===== config.mk =====
export PLATFORM = sky130hd
export DESIGN_NAME = sixteen_bit_alu_with_status_flags_core_flat
export DESIGN_NICKNAME = d
export VERILOG_FILES = /design/src/hw/rtl/alu16_pkg.sv /design/src/hw/rtl/alu16_req_if.sv /design/src/hw/rtl/alu16_rsp_if.sv /design/src/hw/rtl/alu16_exec.sv /design/src/hw/rtl/sixteen_bit_alu_with_status_flags_core.sv /design/src/flat_wrapper.sv
export SDC_FILE = /design/constraint.sdc
export NUM_CORES = 1
export LEC_CHECK = 0
export BUFFER_PORTS_ARGS = -buffer_cell sky130_fd_sc_hd__buf_4
export CORE_MARGIN = 2
export CORE_UTILIZATION = 45
export DETAILED_ROUTE_END_ITERATION = 6
export GPL_TIMING_DRIVEN = 1
export PLACE_DENSITY = 0.64
export SYNTH_ARGS = -nofsm -noshare
export SYNTH_HDL_FRONTEND = slang
export SYNTH_SLANG_ARGS = --single-unit

===== constraint.sdc =====
create_clock -name clk -period 14.6 [get_ports clk]
set_clock_uncertainty 0.05 [all_clocks]
set_input_delay 1.46 -clock clk [delete_from_list [all_inputs] [get_ports clk]]
set_output_delay 1.46 -clock clk [all_outputs]
set_load 0.02 [all_outputs]

===== src/hw/rtl/alu16_pkg.sv =====
// ----------------------------------------------------------------------------
// ALU package
// Shared types, operation and condition codes, and flag positions for the
// 16-bit ALU with status flags.
// ----------------------------------------------------------------------------
`default_nettype none

package alu16_pkg;

    localparam int DATA_W = 16;
    localparam int BYTE_W = 8;
    localparam int OP_W   = 5;
    localparam int FLAG_W = 4;
    localparam int CC_W   = 4;

    // Flag positions inside the four-bit flag word.
    localparam int FLAG_C = 0;
    localparam int FLAG_Z = 1;
    localparam int FLAG_N = 2;
    localparam int FLAG_V = 3;

    typedef enum logic [OP_W-1:0] {
        OP_ADD   = 5'd0,
        OP_ADDC  = 5'd1,
        OP_SUB   = 5'd2,
        OP_SUBC  = 5'd3,
        OP_CMP   = 5'd4,
        OP_XOR   = 5'd5,
        OP_AND   = 5'd6,
        OP_OR    = 5'd7,
        OP_BIT   = 5'd8,
        OP_BIS   = 5'd9,
        OP_BIC   = 5'd10,
        OP_MOV   = 5'd11,
        OP_SWPB  = 5'd12,
        OP_SXT   = 5'd13,
        OP_SRA   = 5'd14,
        OP_RRC   = 5'd15,
        OP_MOVL  = 5'd16,
        OP_MOVLZ = 5'd17,
        OP_MOVLS = 5'd18,
        OP_MOVH  = 5'd19,
        OP_SETCC = 5'd20,
        OP_CLRCC = 5'd21,
        OP_CEX   = 5'd22
    } alu16_op_t;

    typedef enum logic [CC_W-1:0] {
        CC_EQ = 4'd0,
        CC_NE = 4'd1,
        CC_CS = 4'd2,
        CC_CC = 4'd3,
        CC_MI = 4'd4,
        CC_PL = 4'd5,
        CC_VS = 4'd6,
        CC_VC = 4'd7,
        CC_HI = 4'd8,
        CC_LS = 4'd9,
        CC_GE = 4'd10,
        CC_LT = 4'd11,
        CC_GT = 4'd12,
        CC_LE = 4'd13,
        CC_TR = 4'd14,
        CC_FL = 4'd15
    } alu16_cc_t;

    typedef struct packed {
        logic [OP_W-1:0]   opcode;
        logic              byte_mode;
        logic [DATA_W-1:0] source_value;
        logic [DATA_W-1:0] dest_value;
        logic [BYTE_W-1:0] immediate_byte;
        logic [FLAG_W-1:0] flag_mask;
        logic [CC_W-1:0]   condition_code;
    } alu16_req_t;

    typedef struct packed {
        logic [DATA_W-1:0] result_value;
        logic              write_enable;
        logic [FLAG_W-1:0] flags_out;
        logic              condition_true;
    } alu16_rsp_t;

    // Evaluates a conditional-execute test against the current flags.
    function automatic logic cond_eval(alu16_cc_t cc, logic [FLAG_W-1:0] f);
        logic c;
        logic z;
        logic n;
        logic v;
        logic t;
        c = f[FLAG_C];
        z = f[FLAG_Z];
        n = f[FLAG_N];
        v = f[FLAG_V];
        unique case (cc)
            CC_EQ: t = z;
            CC_NE: t = !z;
            CC_CS: t = c;
            CC_CC: t = !c;
            CC_MI: t = n;
            CC_PL: t = !n;
            CC_VS: t = v;
            CC_VC: t = !v;
            CC_HI: t = c && !z;
            CC_LS: t = !c || z;
            CC_GE: t = (n == v);
            CC_LT: t = (n != v);
            CC_GT: t = !z && (n == v);
            CC_LE: t = z || (n != v);
            CC_TR: t = 1'b1;
            CC_FL: t = 1'b0;
        endcase
        return t;
    endfunction

endpackage

`default_nettype wire


===== src/hw/rtl/alu16_req_if.sv =====
// ----------------------------------------------------------------------------
// ALU request channel
// Valid/ready channel that carries one decoded operation with its operands.
// ----------------------------------------------------------------------------
`default_nettype none

interface alu16_req_if;
    import alu16_pkg::*;

    logic              valid;
    logic              ready;
    logic [OP_W-1:0]   opcode;
    logic              byte_mode;
    logic [DATA_W-1:0] source_value;
    logic [DATA_W-1:0] dest_value;
    logic [BYTE_W-1:0] immediate_byte;
    logic [FLAG_W-1:0] flag_mask;
    logic [CC_W-1:0]   condition_code;

    modport source (
        output valid, opcode, byte_mode, source_value, dest_value,
               immediate_byte, flag_mask, condition_code,
        input  ready
    );

    modport sink (
        input  valid, opcode, byte_mode, source_value, dest_value,
               immediate_byte, flag_mask, condition_code,
        output ready
    );
endinterface

`default_nettype wire


===== src/hw/rtl/alu16_rsp_if.sv =====
// ----------------------------------------------------------------------------
// ALU response channel
// Valid/ready channel that carries one result with its flags.
// ----------------------------------------------------------------------------
`default_nettype none

interface alu16_rsp_if;
    import alu16_pkg::*;

    logic              valid;
    logic              ready;
    logic [DATA_W-1:0] result_value;
    logic              write_enable;
    logic [FLAG_W-1:0] flags_out;
    logic              condition_true;

    modport source (
        output valid, result_value, write_enable, flags_out, condition_true,
        input  ready
    );

    modport sink (
        input  valid, result_value, write_enable, flags_out, condition_true,
        output ready
    );
endinterface

`default_nettype wire


===== src/hw/rtl/alu16_exec.sv =====
// ----------------------------------------------------------------------------
// ALU execute logic
// Combinational datapath: result value, write enable, next flags and the
// conditional-execute outcome for one operation.
// ----------------------------------------------------------------------------
`default_nettype none

module alu16_exec (
    input  wire alu16_pkg::alu16_req_t           req,
    input  wire logic [alu16_pkg::FLAG_W-1:0]    flags,
    output alu16_pkg::alu16_rsp_t                rsp,
    output logic [alu16_pkg::FLAG_W-1:0]         flags_next
);
    import alu16_pkg::*;

    alu16_op_t         op;
    logic [DATA_W-1:0] wmask;
    logic [DATA_W-1:0] msb;
    logic [DATA_W-1:0] a;
    logic [DATA_W-1:0] src;
    logic [DATA_W-1:0] dst;
    logic [DATA_W-1:0] r;
    logic [DATA_W-1:0] res;
    logic [DATA_W-1:0] s;
    logic [DATA_W:0]   sum;
    logic              cin;
    logic              carry;
    logic              in_range;
    logic [DATA_W-1:0] bitm;
    logic              we;
    logic              merge;
    logic              ct;
    logic [FLAG_W-1:0] f;

    assign op    = alu16_op_t'(req.opcode);
    assign src   = req.source_value;
    assign dst   = req.dest_value;
    assign wmask = req.byte_mode ? 16'h00FF : 16'hFFFF;
    assign msb   = req.byte_mode ? 16'h0080 : 16'h8000;
    assign a     = dst & wmask;

    // Shared adder for add, subtract and compare. Subtract adds the one's
    // complement of the source plus a carry-in.
    always_comb
    begin
        unique case (op)
            OP_ADD:        cin = 1'b0;
            OP_SUB,
            OP_CMP:        cin = 1'b1;
            default:       cin = flags[FLAG_C];
        endcase
        s     = ((op == OP_ADD || op == OP_ADDC) ? src : ~src) & wmask;
        sum   = {1'b0, s} + {1'b0, a} + {{DATA_W{1'b0}}, cin};
        carry = req.byte_mode ? sum[BYTE_W] : sum[DATA_W];
    end

    // Bit number selects no bit once it reaches the operand width.
    always_comb
    begin
        in_range = req.byte_mode ? (src[7:0] < 8'd8) : (src < 16'd16);
        bitm     = in_range ? (16'h0001 << src[3:0]) : '0;
    end

    always_comb
    begin
        r     = a;
        res   = dst;
        we    = 1'b0;
        merge = 1'b0;
        ct    = 1'b0;
        f     = flags;
        unique case (op)
            OP_ADD, OP_ADDC, OP_SUB, OP_SUBC, OP_CMP:
            begin
                r         = sum[DATA_W-1:0] & wmask;
                f[FLAG_Z] = (r == '0);
                f[FLAG_N] = |(r & msb);
                f[FLAG_C] = carry;
                f[FLAG_V] = |((s ^ r) & (a ^ r) & msb);
                we        = (op != OP_CMP);
                merge     = (op != OP_CMP);
            end
            OP_XOR, OP_AND, OP_OR, OP_BIS, OP_BIC:
            begin
                unique case (op)
                    OP_XOR:  r = (a ^ src) & wmask;
                    OP_AND:  r = (a & src) & wmask;
                    OP_OR:   r = (a | src) & wmask;
                    OP_BIS:  r = (a | bitm) & wmask;
                    default: r = a & ~bitm & wmask;
                endcase
                f[FLAG_Z] = (r == '0);
                f[FLAG_N] = |(r & msb);
                we        = 1'b1;
                merge     = 1'b1;
            end
            OP_BIT:
            begin
                f[FLAG_Z] = ((a & bitm) == '0);
            end
            OP_MOV:
            begin
                r     = src & wmask;
                we    = 1'b1;
                merge = 1'b1;
            end
            OP_SWPB:
            begin
                res = {dst[7:0], dst[15:8]};
                we  = 1'b1;
            end
            OP_SXT:
            begin
                res = {{BYTE_W{dst[7]}}, dst[7:0]};
                we  = 1'b1;
            end
            OP_SRA:
            begin
                f[FLAG_C] = a[0];
                r         = (a >> 1) | (a & msb);
                we        = 1'b1;
                merge     = 1'b1;
            end
            OP_RRC:
            begin
                f[FLAG_C] = a[0];
                r         = (a >> 1) | (flags[FLAG_C] ? msb : '0);
                we        = 1'b1;
                merge     = 1'b1;
            end
            OP_MOVL:
            begin
                res = {dst[15:8], req.immediate_byte};
                we  = 1'b1;
            end
            OP_MOVLZ:
            begin
                res = {8'h00, req.immediate_byte};
                we  = 1'b1;
            end
            OP_MOVLS:
            begin
                res = {8'hFF, req.immediate_byte};
                we  = 1'b1;
            end
            OP_MOVH:
            begin
                res = {req.immediate_byte, dst[7:0]};
                we  = 1'b1;
            end
            OP_SETCC: f = flags | req.flag_mask;
            OP_CLRCC: f = flags & ~req.flag_mask;
            OP_CEX:   ct = cond_eval(alu16_cc_t'(req.condition_code), flags);
            default:
            begin
                // Unused opcodes leave everything as it was.
                ct = 1'b0;
            end
        endcase
        if (merge)
        begin
            res = (dst & ~wmask) | (r & wmask);
        end
    end

    assign rsp.result_value   = res;
    assign rsp.write_enable   = we;
    assign rsp.flags_out      = f;
    assign rsp.condition_true = ct;
    assign flags_next         = f;

endmodule

`default_nettype wire


===== src/hw/rtl/sixteen_bit_alu_with_status_flags_core.sv =====
// ----------------------------------------------------------------------------
// 16-bit ALU with status flags
// Execute stage: input register, single-pass ALU logic, result register,
// and the N, Z, C and V status flag register.
// ----------------------------------------------------------------------------
// An accepted request is held in the input register; its result then moves
// into the result register, which drives rsp.valid.
// Throughput: one transaction per cycle while rsp.ready stays high, set by
// the flag loop through the ALU logic; the input register accepts a new
// transaction while a finished result waits in the result register.
// Reset: rst_n clears both valid bits and all four status flags.
`default_nettype none

module sixteen_bit_alu_with_status_flags_core (
    input  wire logic    clk,
    input  wire logic    rst_n,
    alu16_req_if.sink    req,
    alu16_rsp_if.source  rsp
);
    import alu16_pkg::*;

    alu16_req_t        req_in;
    alu16_req_t        req_data_reg;
    logic              req_valid_reg;
    logic              req_valid_next;
    alu16_rsp_t        rsp_data_reg;
    alu16_rsp_t        exec_rsp;
    logic              rsp_valid_reg;
    logic              rsp_valid_next;
    logic [FLAG_W-1:0] flags_reg;
    logic [FLAG_W-1:0] flags_next;
    logic              req_fire;
    logic              advance;

    // Pack the incoming transaction into one struct for the input register.
    assign req_in = '{
        opcode:         req.opcode,
        byte_mode:      req.byte_mode,
        source_value:   req.source_value,
        dest_value:     req.dest_value,
        immediate_byte: req.immediate_byte,
        flag_mask:      req.flag_mask,
        condition_code: req.condition_code
    };

    // The held operation moves into the result register whenever that
    // register is empty or its transaction completes in this cycle. The
    // flags are committed at the same moment, so the next operation always
    // sees the flags left by the one before it.
    assign advance   = req_valid_reg && (!rsp_valid_reg || rsp.ready);
    assign req.ready = !req_valid_reg || advance;
    assign req_fire  = req.valid && req.ready;

    assign req_valid_next = req_fire || (req_valid_reg && !advance);
    assign rsp_valid_next = advance || (rsp_valid_reg && !rsp.ready);

    alu16_exec u_exec (
        .req        (req_data_reg),
        .flags      (flags_reg),
        .rsp        (exec_rsp),
        .flags_next (flags_next)
    );

    always_ff @(posedge clk or negedge rst_n)
    begin
        if (!rst_n)
        begin
            req_valid_reg <= 1'b0;
            rsp_valid_reg <= 1'b0;
            flags_reg     <= '0;
        end
        else
        begin
            req_valid_reg <= req_valid_next;
            rsp_valid_reg <= rsp_valid_next;
            if (advance)
            begin
                flags_reg <= flags_next;
            end
        end
    end

    // Payload registers carry no reset; their valid bits guard them.
    always_ff @(posedge clk)
    begin
        if (req_fire)
        begin
            req_data_reg <= req_in;
        end
        if (advance)
        begin
            rsp_data_reg <= exec_rsp;
        end
    end

    assign rsp.valid          = rsp_valid_reg;
    assign rsp.result_value   = rsp_data_reg.result_value;
    assign rsp.write_enable   = rsp_data_reg.write_enable;
    assign rsp.flags_out      = rsp_data_reg.flags_out;
    assign rsp.condition_true = rsp_data_reg.condition_true;

endmodule

`default_nettype wire


===== src/flat_wrapper.sv =====
// flat-port wrapper written by rule: the top's interface ports become plain ports
module sixteen_bit_alu_with_status_flags_core_flat import alu16_pkg::*;
  (clk, rst_n, req_valid, req_opcode, req_byte_mode, req_source_value, req_dest_value, req_immediate_byte, req_flag_mask, req_condition_code, req_ready, rsp_valid, rsp_result_value, rsp_write_enable, rsp_flags_out, rsp_condition_true, rsp_ready);
  alu16_req_if req_i ();
  alu16_rsp_if rsp_i ();
  input  wire logic clk;
  input  wire logic rst_n;
  input wire logic [$bits(req_i.valid)-1:0] req_valid;
  input wire logic [$bits(req_i.opcode)-1:0] req_opcode;
  input wire logic [$bits(req_i.byte_mode)-1:0] req_byte_mode;
  input wire logic [$bits(req_i.source_value)-1:0] req_source_value;
  input wire logic [$bits(req_i.dest_value)-1:0] req_dest_value;
  input wire logic [$bits(req_i.immediate_byte)-1:0] req_immediate_byte;
  input wire logic [$bits(req_i.flag_mask)-1:0] req_flag_mask;
  input wire logic [$bits(req_i.condition_code)-1:0] req_condition_code;
  output wire logic [$bits(req_i.ready)-1:0] req_ready;
  output wire logic [$bits(rsp_i.valid)-1:0] rsp_valid;
  output wire logic [$bits(rsp_i.result_value)-1:0] rsp_result_value;
  output wire logic [$bits(rsp_i.write_enable)-1:0] rsp_write_enable;
  output wire logic [$bits(rsp_i.flags_out)-1:0] rsp_flags_out;
  output wire logic [$bits(rsp_i.condition_true)-1:0] rsp_condition_true;
  input wire logic [$bits(rsp_i.ready)-1:0] rsp_ready;
  assign req_i.valid = req_valid;
  assign req_i.opcode = req_opcode;
  assign req_i.byte_mode = req_byte_mode;
  assign req_i.source_value = req_source_value;
  assign req_i.dest_value = req_dest_value;
  assign req_i.immediate_byte = req_immediate_byte;
  assign req_i.flag_mask = req_flag_mask;
  assign req_i.condition_code = req_condition_code;
  assign req_ready = req_i.ready;
  assign rsp_valid = rsp_i.valid;
  assign rsp_result_value = rsp_i.result_value;
  assign rsp_write_enable = rsp_i.write_enable;
  assign rsp_flags_out = rsp_i.flags_out;
  assign rsp_condition_true = rsp_i.condition_true;
  assign rsp_i.ready = rsp_ready;
  sixteen_bit_alu_with_status_flags_core u_core (.clk(clk), .rst_n(rst_n), .req(req_i), .rsp(rsp_i));
endmodule

Word-level counts from Yosys, hierarchy flattened

Index checks and enable logic that the tools add are counted.

Logic and storage cells: 147
Input port bits: 58
Register bits after elaboration: 82

Reductions and logical operators: 35
Bitwise logic cells: 33
Magnitude comparators: 2
Equal/unequal tests: 40
$add $sub $neg: 2
Muxes and demuxes: 20
Shifts and indexed selects: 1

Operators with widths:

| operator                                            | number |
|---|---|
| AND 16 bit                                          | 19 |
| 2-to-1 mux 16 bit                                   | 7 |
| case mux 16 bit (6 select lines)                    | 1 |
| case mux 16 bit (5 select lines)                    | 1 |
| case mux 16 bit (4 select lines)                    | 1 |
| logical NOT 16 bit                                  | 3 |
| inverter 16 bit                                     | 3 |
| OR 16 bit                                           | 3 |
| OR reduction 16 bit                                 | 3 |
| XOR 16 bit                                          | 3 |
| == test 5 x 4 -> 1 bit, second input constant       | 8 |
| == test 5 bit, second input constant                | 7 |
| == test 4 bit, second input constant                | 8 |
| OR 15 x 16 -> 16 bit                                | 2 |
| == test 5 x 3 -> 1 bit, second input constant       | 4 |
| adder 16 x 16 -> 17 bit                             | 1 |
| adder 17 x 1 -> 17 bit                              | 1 |
| == test 4 x 3 -> 1 bit, second input constant       | 4 |
| < comparator 16 x 5 -> 1 bit, second input constant | 1 |
| case mux 1 bit (16 select lines)                    | 1 |
| left shift 1 x 4 -> 16 bit, first input constant    | 1 |
| OR reduction 14 bit                                 | 1 |
| == test 5 x 2 -> 1 bit, second input constant       | 2 |
| OR reduction 5 bit                                  | 2 |
| 22 further kinds                                    | 46 |

Depth between registers and ports, before layout

Gate-level depths: netlist of the first run.

Depth in word-level cells: 12
Depth in mapped cells: 17

By module

From an unflattened synthesis of the first run, not the netlist that was laid out.

Cells, all modules: 680
Area, all modules: 6,287.3 µm²

By module, submodules not included:

| module                                 | area each (µm²) | seq. area each (µm²) | cells an instance | times used |
|---|---|---|---|---|
| alu16_exec                             | 3,738.6         | 0.0                  | 587               | 1 |
| sixteen_bit_alu_with_status_flags_core | 2,548.7         | 2,432.3              | 93                | 1 |

Worst setup path after synthesis of the first run

No wires, ideal clock.

Path kind: register to register
From: register u_core.req_data_reg[52] (netlist bit)
To: register u_core.rsp_data_reg (netlist bit u_core.rsp.flags_out[1]) (data pin)
Required time: 14.404 ns
Setup time: 0.146 ns
Arrival time: 4.539 ns
Path buffers: 3
Setup slack: 9.865 ns
Clock period less this slack: 4.735 ns
Cell stages (with the launch flop): 18
Cells stage by stage: edfxtp_1 clkbuf_1 buf_1 nor3_2 clkbuf_1 xor2_1 fa_1 inv_1 fa_1 a211oi_1 o211ai_1 a211oi_1 o21bai_1 xnor2_1 nor3b_1 a41oi_1 or4_1 a21oi_1

RTL lines:

| element                  | RTL line                                     | source |
|---|---|---|
| start: declaration       | sixteen_bit_alu_with_status_flags_core.sv:23 | `alu16_req_t req_data_reg;` |
| start signal: assignment | sixteen_bit_alu_with_status_flags_core.sv:88 | `req_data_reg <= req_in;` |
| end signal: assignment   | sixteen_bit_alu_with_status_flags_core.sv:92 | `rsp_data_reg <= exec_rsp;` |
| end: declaration         | sixteen_bit_alu_with_status_flags_core.sv:26 | `alu16_rsp_t rsp_data_reg;` |

==> results of run 1 <==
## final cells by class
| type | count | share of cell area, % |
|---|---|---|
| inverters | 10 | 0.518 |
| well taps | 180 | 3.11 |
| flip-flops and latches | 82 | 33.5 |
| clock inverters | 5 | 1.17 |
| multi-input cells | 526 | 49.3 |
| clock buffers | 11 | 3.35 |
| repair buffers | 87 | 9.01 |
## Yosys cell counts, drive strengths merged, types with 4 or more instances
cell type	n	area share [%]
o21a	5	0.60
o211ai	10	1.2
inv	9	0.54
a41oi	4	0.56
a21boi	5	0.60
a211oi	11	1.4
o21ai	41	3.6
or4	5	0.77
a21o	4	0.48
mux2i	11	1.7
xor2	19	2.6
o31ai	4	0.48
a31oi	19	1.9
nand3	10	0.79
o22ai	5	0.50
o221ai	5	0.70
edfxtp	76	36
nand4	13	1.3
o2111ai	4	0.56
xnor2	16	2.2
a222oi	4	0.64
buf	10	1.5
nor2b	12	1.2
and2	9	0.89
and3	4	0.44
o21bai	4	0.48
nor3b	8	1.0
nor4	6	0.83
nand2	46	2.7
nor2	55	3.6
a221oi	16	2.2
a211o	6	0.85
ha	16	3.2
clkbuf	34	2.5
or2	9	0.89
mux2	4	0.72
a22oi	13	1.5
nor3	15	1.3
nand2b	13	1.3
a21oi	52	4.2
dfrtp	6	2.4
a221o	4	0.64
## cells by family (layout without fill, tap and decap cells)
family	count (synthesis)	after routing
flip-flops	82	82
buffers and inverters	54	113
AO/OA/AOI/OAI	241	241
adder cells (fa/ha/maj)	18	18
AND/OR/NAND/NOR	216	216
multiplexers	16	16
XOR/XNOR	35	35
## critical path, delay by kind of cell, from the launching register on
| kind | cells | cell delay (ps) |
|---|---|---|
| and+or+nand+nor | 4 | 1380 |
| xor gates and xnor gates | 2 | 440 |
| AOI/OAI and AO/OA | 6 | 1180 |
| buffers and inverters | 2 | 370 |
| DFF | 1 | 600 |
| adders and majority gates | 2 | 700 |
## metal layers
metal	vias to the layer above	share of wire [%]	track usage, %
met2	370	45	44.0
met4	0	3.9	11.9
met1	2848	42	41.6
met5	-	0	0
li1	2699	-	-
met3	58	9.0	5.58
## final timing paths
check,startpoint,to,slack [ps],cells past startpoint
max,u_core.req_data_reg[51],u_core.rsp.flags_out[1],9730,16
min,u_core.req_valid_reg,u_core.rsp.valid,450,1
max reg2reg,u_core.req_data_reg[51],u_core.rsp.flags_out[1],9730,16
min reg2reg,u_core.req_valid_reg,u_core.rsp.valid,450,1
max in group asynchronous,rst_n,u_core.flags_reg[1],13500,1
min in group asynchronous,rst_n,u_core.req_valid_reg,860,1
## power by group through the flow
stage	sequential (W)	clock (W)	combinational, W
after CTS	0.000316	0.000255	0.000184
after floorplan	0.000311	0	0.000123
final	0.000317	0.000250	0.000187
after global routing	0.000320	0.000265	0.000203
after global placement	0.000319	0	0.000181
after detailed placement	0.000321	0	0.000183
## through the flow
stage / utilization, % / cells / hold slack (ps) / total power, W
after floorplan: - / 662 / 399 / 0.000434
after global placement: 50.3 / 885 / 411 / 0.000500
after detailed placement: 50.3 / 885 / 433 / 0.000503
after CTS: 52.7 / 901 / 450 / 0.000755
after global routing: 52.7 / 901 / 482 / 0.000787
final: 52.7 / 901 / 448 / 0.000754
==> out/metrics.csv, run 1 <==
stage,metric,value,unit
timing,worst_pin_slew,1140,ps
floorplanning,dieArea,0.0150,mm2
power_and_ir_drop,p_comb_share,24.8,%
setup_path,path_max_fanout,17,
cells_and_area,fin_area,0.00725,mm2
placed_design,hpwl,15800,um
cts,cts_setup_buffers,0,
timing,setup_viol,0,
timing,period_share,33.3,%
synth,postSynthCellCount,662,
worst_hold_path,hold_class,reg2reg,
drt,wl_per_cell,23.8,um
timing,hold_violations,0,
grt,grt_util_all_layers,29.3,%
power_and_ir_drop,clock_power_share,33.1,%
synth,synth_area_per_cell,9.51,um2
synth,synth-xor-area-share,4.87,%
cts,clock_path_buffers,2,
drt,viasPerCell,6.63,
synth,yosys_register_bits,82,
cts,holdBufCountCts,0,
grt,grt_pass1_vias,5466,
power_and_ir_drop,p_int,0.000516,W
cts,cts_tree,built,
synth,netlist_area,0.00630,mm2
cells_and_area,multi_input_area,0.00358,mm2
setup_path,crit_path_start_kind,register,
setup_path,cp_slowest_cell,edfxtp_1,
synth,ys_async_sr_fraction,7.32,%
timing,fmax,205,MHz
power_and_ir_drop,p_sw,0.000238,W
timing,rsz0062_at_grt,false,
setup_path,crit_chain,"or2_1, nor3_2, buf_4, xor2_1, fa_1, inv_1, fa_1, a211oi_1, o211ai_1, a211oi_1, o21bai_1, xnor2_1, nor3b_1, a41oi_1, or4_1, a21oi_1",
cells_and_area,layout-drive-gt1-share,19.6,%
drt,drc,0,
cells_and_area,antenna-diode-count,0,
timing,max_slew_margin,23.8,%
setup_path,critPathMaxStageDelay,600,ps
floorplanning,die_w,122,um
cells_and_area,largest_register_ffs,54,
cells_and_area,nets,792,
cts,cts.sinks,82,
synth,yosysUniqueCellTypes,86,
synth,synth_top_family_by_area,compound AO/OA/AOI/OAI gates,
cells_and_area,layout_common_cells,"buf_4 (87), edfxtp_1 (76), nor2_1 (52)",
grt,antenna_found_initial,0,
drt,drt_iter0_markers,744,
cts,htreeDepth,3,
floorplanning,die_height,122,um
power_and_ir_drop,netSwitchingFraction,31.5,%
cells_and_area,seq_area,0.00243,mm2
outcome,status,"complete, no violations",
floorplanning,coreArea,0.0138,mm2
drt,wirelength,21500,um
synth,yosysSeqAreaShare,38.6,%
cells_and_area,fill_cells,1303,
cells_and_area,mostFrequentLayoutCell,buf_4,
power_and_ir_drop,p_per_area,104,mW/mm2
synth,synth_fa_ha_area_share,3.81,%
timing,finalCriticalPeriod,4870,ps
setup_path,cp_data_required_time,14750,ps
power_and_ir_drop,power.leakage,2.62,nW
grt,overflow,0,
synth,yosysWarnings,0,
synth,muxShareOfSynthArea,2.82,%
grt,grt_max_degree,55,
grt,grt_pass1_wl,32500,um
placed_design,pre_cts_slack,9830,ps
cts,numCtsBuffers,9,
drt,drtPass1Iterations,5,
floorplanning,initial_utilization,45.7,%
floorplanning,io_pins,82,
job,drv_cap,0,
cells_and_area,syn2layout_area_growth,15.2,%
drt,postRouteAntennaNets,0,
cts,clkTransAtPathRegs,60,ps
cts,clock_latency,350,ps
timing,maxSlewViolCount,0,
timing,setup_ws,9730,ps
synth,synth_edf_count,76,
floorplanning,rows,43,
timing,fin_tns_setup,0,ps
setup_path,worst-setup-path-type,reg2reg,
placed_design,place_congestion,0.988,
synth,synth_fp_nets,738,
synth,synth-simple-area-share,18.5,%
power_and_ir_drop,seq_power_share,42.1,%
synth,synth_compound_area_share,26.8,%
placed_design,port_buffers,81,
power_and_ir_drop,ir_worst_vdd,67.1,uV
cts,clockRootBuffer,clkbuf_16,
placed_design,dpl_cell_area,0.00692,mm2
synth,synthFlopType,edfxtp_1,
setup_path,end_kind,register,
drt,vias,5975,
cts,cts_resized,0,
setup_path,worstPathArrival,5020,ps
(Power assumes the default switching activity.)
==> run 2: changes to the inputs <==
--- a/config.mk
+++ b/config.mk
@@ -5,12 +5,13 @@
 export SDC_FILE = /design/constraint.sdc
 export NUM_CORES = 1
 export LEC_CHECK = 0
+export ABC_AREA = 1
 export BUFFER_PORTS_ARGS = -buffer_cell sky130_fd_sc_hd__buf_4
 export CORE_MARGIN = 2
 export CORE_UTILIZATION = 45
 export DETAILED_ROUTE_END_ITERATION = 6
 export GPL_TIMING_DRIVEN = 1
-export PLACE_DENSITY = 0.64
+export PLACE_DENSITY = 0.63
 export SYNTH_ARGS = -nofsm -noshare
 export SYNTH_HDL_FRONTEND = slang
 export SYNTH_SLANG_ARGS = --single-unit
==> constraint.sdc (replaced) <==
create_clock -name clk -period 4.5 [get_ports clk]
set_clock_uncertainty 0.05 [all_clocks]
set_input_delay 0.45 -clock clk [delete_from_list [all_inputs] [get_ports clk]]
set_output_delay 0.45 -clock clk [all_outputs]
set_load 0.02 [all_outputs]
==> run 2 against run 1 <==
  * Fmax up 24%
  * Clock power rose to 3.0 times the previous value
  * Combinational power rose to 3.6 times the previous value
  * Non-clock buffer count up 6
  * Register-to-register slack worse by 9100 ps
  * Cell area up 7.0%
  * Critical path type unchanged
  * Via count up 19%
  * Synthesized cell count up 43%
==> out/metrics.csv, run 2 <==
stage,metric,value,unit
synth,ys_top_cells_by_count,"nand2_1 (221), nor2_1 (115), nand3_1 (106)",
cells_and_area,layout-drive-gt1-share,13.4,%
drt,viasPerCell,5.88,
outcome,status,"complete, no violations",
setup_path,cpLargestDelayFamily,simple AND/OR/NAND/NOR gates,
floorplanning,rows,44,
cts,cts.sinks,82,
setup_path,path_max_fanout,8,
grt,grt_pass1_vias,6458,
drt,wirelength,23900,um
floorplanning,io_pins,82,
synth,yosysWarnings,0,
timing,worst_pin_slew,1060,ps
placed_design,place_congestion,1.03,
setup_path,cp.depth,18,
cells_and_area,largest_register_ffs,54,
synth,synthTopCellsByArea,"edfxtp_1 (34%), nand2_1 (12%), nand3_1 (7.9%)",
timing,setup_viol,0,
synth,yosys_register_bits,82,
drt,wl_per_cell,19.8,um
floorplanning,dieArea,0.0159,mm2
timing,hold_violations,0,
setup_path,crit_chain,"nor2_1, nand2_1, xor2_1, fa_1, inv_1, fa_1, nand3_1, nand2_1, nand3_1, nand3_1, nand2_1, nand2_1, a21oi_1, o21ai_0, nand3_1, a21oi_1, nand2_1, o21ai_0",
drt,drtPass1Iterations,6,
synth,postSynthCellCount,948,
cells_and_area,nets,1095,
power_and_ir_drop,ir_worst_vdd,243,uV
synth,synthFlopType,edfxtp_1,
cells_and_area,mostFrequentLayoutCell,nand2_1,
synth,netlist_area,0.00671,mm2
timing,finalCriticalPeriod,3910,ps
cts,clkTransAtPathRegs,80,ps
cts,clockRootBuffer,clkbuf_16,
timing,hold-worst-slack,205,ps
setup_path,critPathLaunch,u_core.req_data_reg[52],
synth,synth_fp_nets,1024,
synth,synth_top_area_share,34.0,%
synth,ys_async_sr_fraction,7.32,%
cells_and_area,fill_cells,1436,
drt,vias,7099,
setup_path,regToRegSetupSlack,590,ps
timing,fin_tns_setup,0,ps
synth,yosysTopAreaCell,edfxtp_1,
cells_and_area,syn2layout_area_growth,15.7,%
cts,cts_setup_buffers,0,
setup_path,cpMostUsedCell,nand2_1,
setup_path,end_kind,register,
grt,overflow,0,
grt,grt_max_degree,32,
timing,maxSlewViolCount,0,
setup_path,cp_data_required_time,4700,ps
timing,fmax,256,MHz
job,drv_cap,0,
drt,drc,0,
cts,numCtsBuffers,9,
setup_path,cp_slowest_cell,edfxtp_1,
timing,period_share,86.9,%
grt,grt_util_all_layers,30.3,%
setup_path,r2r_cells,18,
drt,postRouteAntennaNets,0,
setup_path,worst-setup-path-type,reg2reg,
floorplanning,initial_utilization,46.1,%
cells_and_area,multi_input_area,0.00367,mm2
cells_and_area,layout.cells.non_filler,1208,
power_and_ir_drop,p_per_area,314,mW/mm2
timing,max_slew_margin,29.1,%
timing,rsz0062_at_grt,false,
cts,cts_tree,built,
cts,clock_path_buffers,2,
cts,cts_resized,0,
setup_path,cp_num_buf_inv,1,
power_and_ir_drop,power.total,0.00244,W
power_and_ir_drop,power.leakage,3.44,nW
cells_and_area,final_core_util,53.4,%
synth,synth_edf_count,76,
floorplanning,die_w,126,um
setup_path,r2r-end,u_core.flags_reg[0],
cells_and_area,layout_common_cells,"nand2_1 (221), nor2_1 (115), nand3_1 (106)",
setup_path,critPathMaxStageDelay,480,ps
setup_path,crit_path_start_kind,register,
synth,yosysUniqueCellTypes,51,
cells_and_area,antenna-diode-count,0,
setup_path,worstPathArrival,4110,ps
synth,synth_area_per_cell,7.07,um2
drt,drt_iter0_markers,979,
floorplanning,coreArea,0.0145,mm2
placed_design,port_buffers,81,
floorplanning,die_height,126,um
placed_design,hpwl,17900,um
setup_path,regToRegStartpoint,u_core.req_data_reg[52],
synth,yosysSeqAreaShare,36.3,%
cts,clock_latency,360,ps
cts,htreeDepth,3,
cells_and_area,seq_area,0.00243,mm2
placed_design,placed_cells_incl_taps,1191,
worst_hold_path,hold_class,in2reg,
setup_path,critPathCapture,u_core.flags_reg[0],
grt,antenna_found_initial,0,
synth,yosysMostFrequentCell,nand2_1,
grt,grt_pass1_wl,36600,um
run 2: kinds of logic (layout without fill, tap and decap cells):
group / Yosys count / in the layout / share of synthesized area, %
simple gates: 494 / 494 / 32.2
compound gates: 194 / 194 / 17.3
buf+inv: 147 / 223 / 8.97
flops: 82 / 82 / 36.3
fa+ha+maj: 18 / 18 / 3.58
xor+xnor: 13 / 13 / 1.70
run 2: area by class of cell:
| cell class | instances | share of cell area (%) |
|---|---|---|
| Tap cell | 184 | 2.97 |
| Multi-Input combinational cell | 719 | 47.3 |
| Inverter | 114 | 5.51 |
| Sequential cell | 82 | 31.3 |
| Timing Repair Buffer | 93 | 9.03 |
| Clock inverter | 7 | 0.919 |
| Clock buffer | 9 | 2.90 |
run 2: worst reg2reg max path, cell delays in order, from the launching register on:
cell and delay, ps:
edfxtp_1 480, nor2_1 340, nand2_1 380, xor2_1 270, fa_1 430, inv_1 110, fa_1 290, nand3_1 120
nand2_1 180, nand3_1 90, nand3_1 150, nand2_1 80, nand2_1 100, a21oi_1 60, o21ai_0 170, nand3_1 130
a21oi_1 200, nand2_1 60, o21ai_0 130
run 2: how the worst min path moves through the flow:
stage,startpoint,to,slack (ps),cells after the start
after floorplan,rst_n,u_core.flags_reg[0],100,0
after global placement,rst_n,u_core.rsp.valid,210,1
after detailed placement,rst_n,u_core.rsp.valid,210,1
after CTS,req_source_value[14],u_core.req_data_reg[46],200,1
after global routing,req_dest_value[1],u_core.req_data_reg[17],200,1
final,req_source_value[14],u_core.req_data_reg[46],200,1
run 2: where the power goes:
| group | internal (W) | leakage, nW | switching, W |
|---|---|---|---|
| sequential | 0.000926 | 0.804 | 0.0000852 |
| combinational | 0.000235 | 2.50 | 0.000436 |
| clock | 0.000391 | 0.139 | 0.000364 |
run 2: metrics by stage:
step	setup WS, ps	cell area, um2
floorplan	1190	6710
global placement	689	7450
detailed placement	642	7450
CTS	621	7760
global route	181	7760
finish	588	7760
run 2: what timing repair did:
item | CTS | global route
hold buffers | 1 | 0
hold endpoints to repair | 6 | 0
setup endpoints to repair | 0 | 0
run 2: layer usage:
layer / track usage, % / up-vias / wire length, um
li1: - / 3400 / -
met1: 42.5 / 3272 / 10300
met2: 45.4 / 373 / 10400
met3: 7.77 / 54 / 2330
met4: 10.7 / 0 / 795
met5: 0 / - / 0
==> run 3: changes to the inputs <==
--- a/config.mk
+++ b/config.mk
@@ -9,9 +9,11 @@
 export BUFFER_PORTS_ARGS = -buffer_cell sky130_fd_sc_hd__buf_4
 export CORE_MARGIN = 2
 export CORE_UTILIZATION = 45
+export CTS_CLUSTER_DIAMETER = 50
 export DETAILED_ROUTE_END_ITERATION = 6
 export GPL_TIMING_DRIVEN = 1
 export PLACE_DENSITY = 0.63
+export REMOVE_ABC_BUFFERS = 1
 export SYNTH_ARGS = -nofsm -noshare
 export SYNTH_HDL_FRONTEND = slang
 export SYNTH_SLANG_ARGS = --single-unit
==> run 3 against run 2 <==
  * Flip-flop and latch count unchanged
  * Via count increased by 1.5%
  * Utilization shrank 0.14 points
  * Worst hold slack better by 9.7 ps
  * Critical path type unchanged
  * Largest cell class unchanged
==> out/metrics.csv, run 3 (same netlist as run 2, synthesis figures left out) <==
stage,metric,value,unit
outcome,status,"complete, no violations",
grt,grt_util_all_layers,30.2,%
drt,drt_iter0_markers,860,
timing,fmax,247,MHz
timing,worst_pin_slew,1080,ps
setup_path,worstPathArrival,4110,ps
placed_design,place_congestion,1.02,
cts,htreeDepth,3,
cts,cts_resized,0,
timing,fin_tns_setup,0,ps
setup_path,cpMostUsedCell,nand2_1,
cts,cts_tree,built,
drt,vias,7208,
timing,rsz0062_at_grt,false,
power_and_ir_drop,ir_worst_vdd,195,uV
drt,drc,0,
timing,maxSlewViolCount,0,
worst_hold_path,holdPathStages,1,
setup_path,crit_path_start_kind,register,
worst_hold_path,hold_class,in2reg,
setup_path,crit_chain,"nor2_1, nand2_1, xor2_1, fa_1, inv_1, fa_1, nand3_1, nand2_1, nand3_1, nand3_1, nand2_1, nand2_1, o21ai_0, o2111ai_1, nand2_1, nand2_1",
cells_and_area,fill_cells,1456,
placed_design,dpl_cell_area,0.00745,mm2
timing,setup_viol,0,
worst_hold_path,hp-start,req_source_value[11],
drt,postRouteAntennaNets,0,
drt,viasPerCell,5.97,
placed_design,hpwl,17900,um
drt,drtPass1Iterations,6,
cts,numCtsBuffers,9,
cells_and_area,nets,1095,
job,drv_cap,0,
floorplanning,io_pins,82,
floorplanning,dieArea,0.0159,mm2
floorplanning,die_w,126,um
setup_path,path_max_fanout,18,
setup_path,critPathMaxStageDelay,530,ps
cells_and_area,antenna-diode-count,0,
cts,cts_setup_buffers,0,
setup_path,r2r_cells,16,
power_and_ir_drop,power.leakage,3.43,nW
floorplanning,die_height,126,um
floorplanning,coreArea,0.0145,mm2
grt,grt_max_degree,55,
worst_hold_path,hold_end,u_core.req_data_reg[43],
setup_path,worst-setup-path-type,reg2reg,
cells_and_area,mostFrequentLayoutCell,nand2_1,
drt,wl_per_cell,19.8,um
cells_and_area,multi_input_area,0.00367,mm2
cells_and_area,layout-drive-gt1-share,13.4,%
placed_design,port_buffers,81,
cells_and_area,seq_area,0.00243,mm2
cells_and_area,layout_common_cells,"nand2_1 (221), nor2_1 (115), nand3_1 (106)",
cts,clock_path_buffers,2,
cts,clockRootBuffer,clkbuf_16,
timing,max_slew_margin,28.2,%
grt,grt_pass1_vias,6642,
power_and_ir_drop,p_per_area,310,mW/mm2
setup_path,r2r-end,u_core.rsp.result_value[14],
cts,cts.sinks,82,
drt,wirelength,23900,um
cells_and_area,syn2layout_area_growth,15.4,%
cts,clock_latency,360,ps
setup_path,end_kind,register,
timing,finalCriticalPeriod,4040,ps
floorplanning,initial_utilization,46.1,%
cts,clkTransAtPathRegs,70,ps
setup_path,cp_data_required_time,4570,ps
cells_and_area,fin_area,0.00774,mm2
timing,hold_violations,0,
cts,holdBufCountCts,1,
grt,overflow,0,
grt,grt_pass1_wl,36800,um
setup_path,regToRegStartpoint,u_core.req_data_reg[52],
floorplanning,rows,44,
grt,antenna_found_initial,0,
setup_path,regToRegSetupSlack,460,ps
cells_and_area,largest_register_ffs,54,
setup_path,cp_slowest_cell,nand2_1,
timing,period_share,89.9,%
run 3: changes by cell type in the layout (fill, tap and decap cells not counted), sizes merged:
| cell | before | now |
|---|---|---|
| clkinv | 4 | 5 |
| inv | 115 | 114 |
run 3: critical path: cells and delay by family (launching register included):
kind,cells,cell delay (ps)
adders and majority gates,2,660
buffers and inverters,1,60
and+or+nand+nor,10,1700
xor gates and xnor gates,1,360
AOI/OAI and AO/OA,2,480
DFF,1,490
run 3: where the power goes:
group / total [W] / switching, W / internal [W]
registers: 0.00101 / 0.0000852 / 0.000927
clock network: 0.000710 / 0.000333 / 0.000378
logic: 0.000676 / 0.000441 / 0.000235
run 3: per-stage QoR:
stage | power, W | worst slack (ps) | utilization [%] | std cells | hold slack [ps]
after floorplan | 0.00142 | 1040 | - | 915 | 104
after global placement | 0.00169 | 615 | 51.3 | 1191 | 211
after detailed placement | 0.00168 | 509 | 51.3 | 1191 | 211
after CTS | 0.00239 | 492 | 53.3 | 1208 | 211
after global routing | 0.00251 | 134 | 53.3 | 1208 | 208
final | 0.00240 | 455 | 53.3 | 1208 | 215
run 3: per-layer routing:
layer  wire, um  GRT usage (%)  vias up
met5          0              0        -
met4       1190           15.0        0
met3       2530           5.86       78
met2      10400           45.3      417
met1       9830           41.6     3314
li1           -              -     3399
run 3: layout make-up:
| cell class | count | share of cell area, % |
|---|---|---|
| Multi-Input combinational cell | 719 | 47.4 |
| Sequential cell | 82 | 31.4 |
| Timing Repair Buffer | 93 | 9.05 |
| Inverter | 114 | 5.53 |
| Tap cell | 184 | 2.97 |
| Clock buffer | 9 | 2.91 |
| Clock inverter | 7 | 0.663 |
run 3: worst max path at each step:
stage                                       start                          end  slack [ps]
after floorplan           u_core.req_data_reg[52]      u_core.rsp.flags_out[1]        1040
after global placement    u_core.req_data_reg[53]  u_core.rsp.result_value[14]         620
after detailed placement  u_core.req_data_reg[52]  u_core.rsp.result_value[14]         510
after CTS                 u_core.req_data_reg[52]  u_core.rsp.result_value[14]         490
after global routing      u_core.req_data_reg[52]          u_core.flags_reg[0]         130
final                     u_core.req_data_reg[52]  u_core.rsp.result_value[14]         460
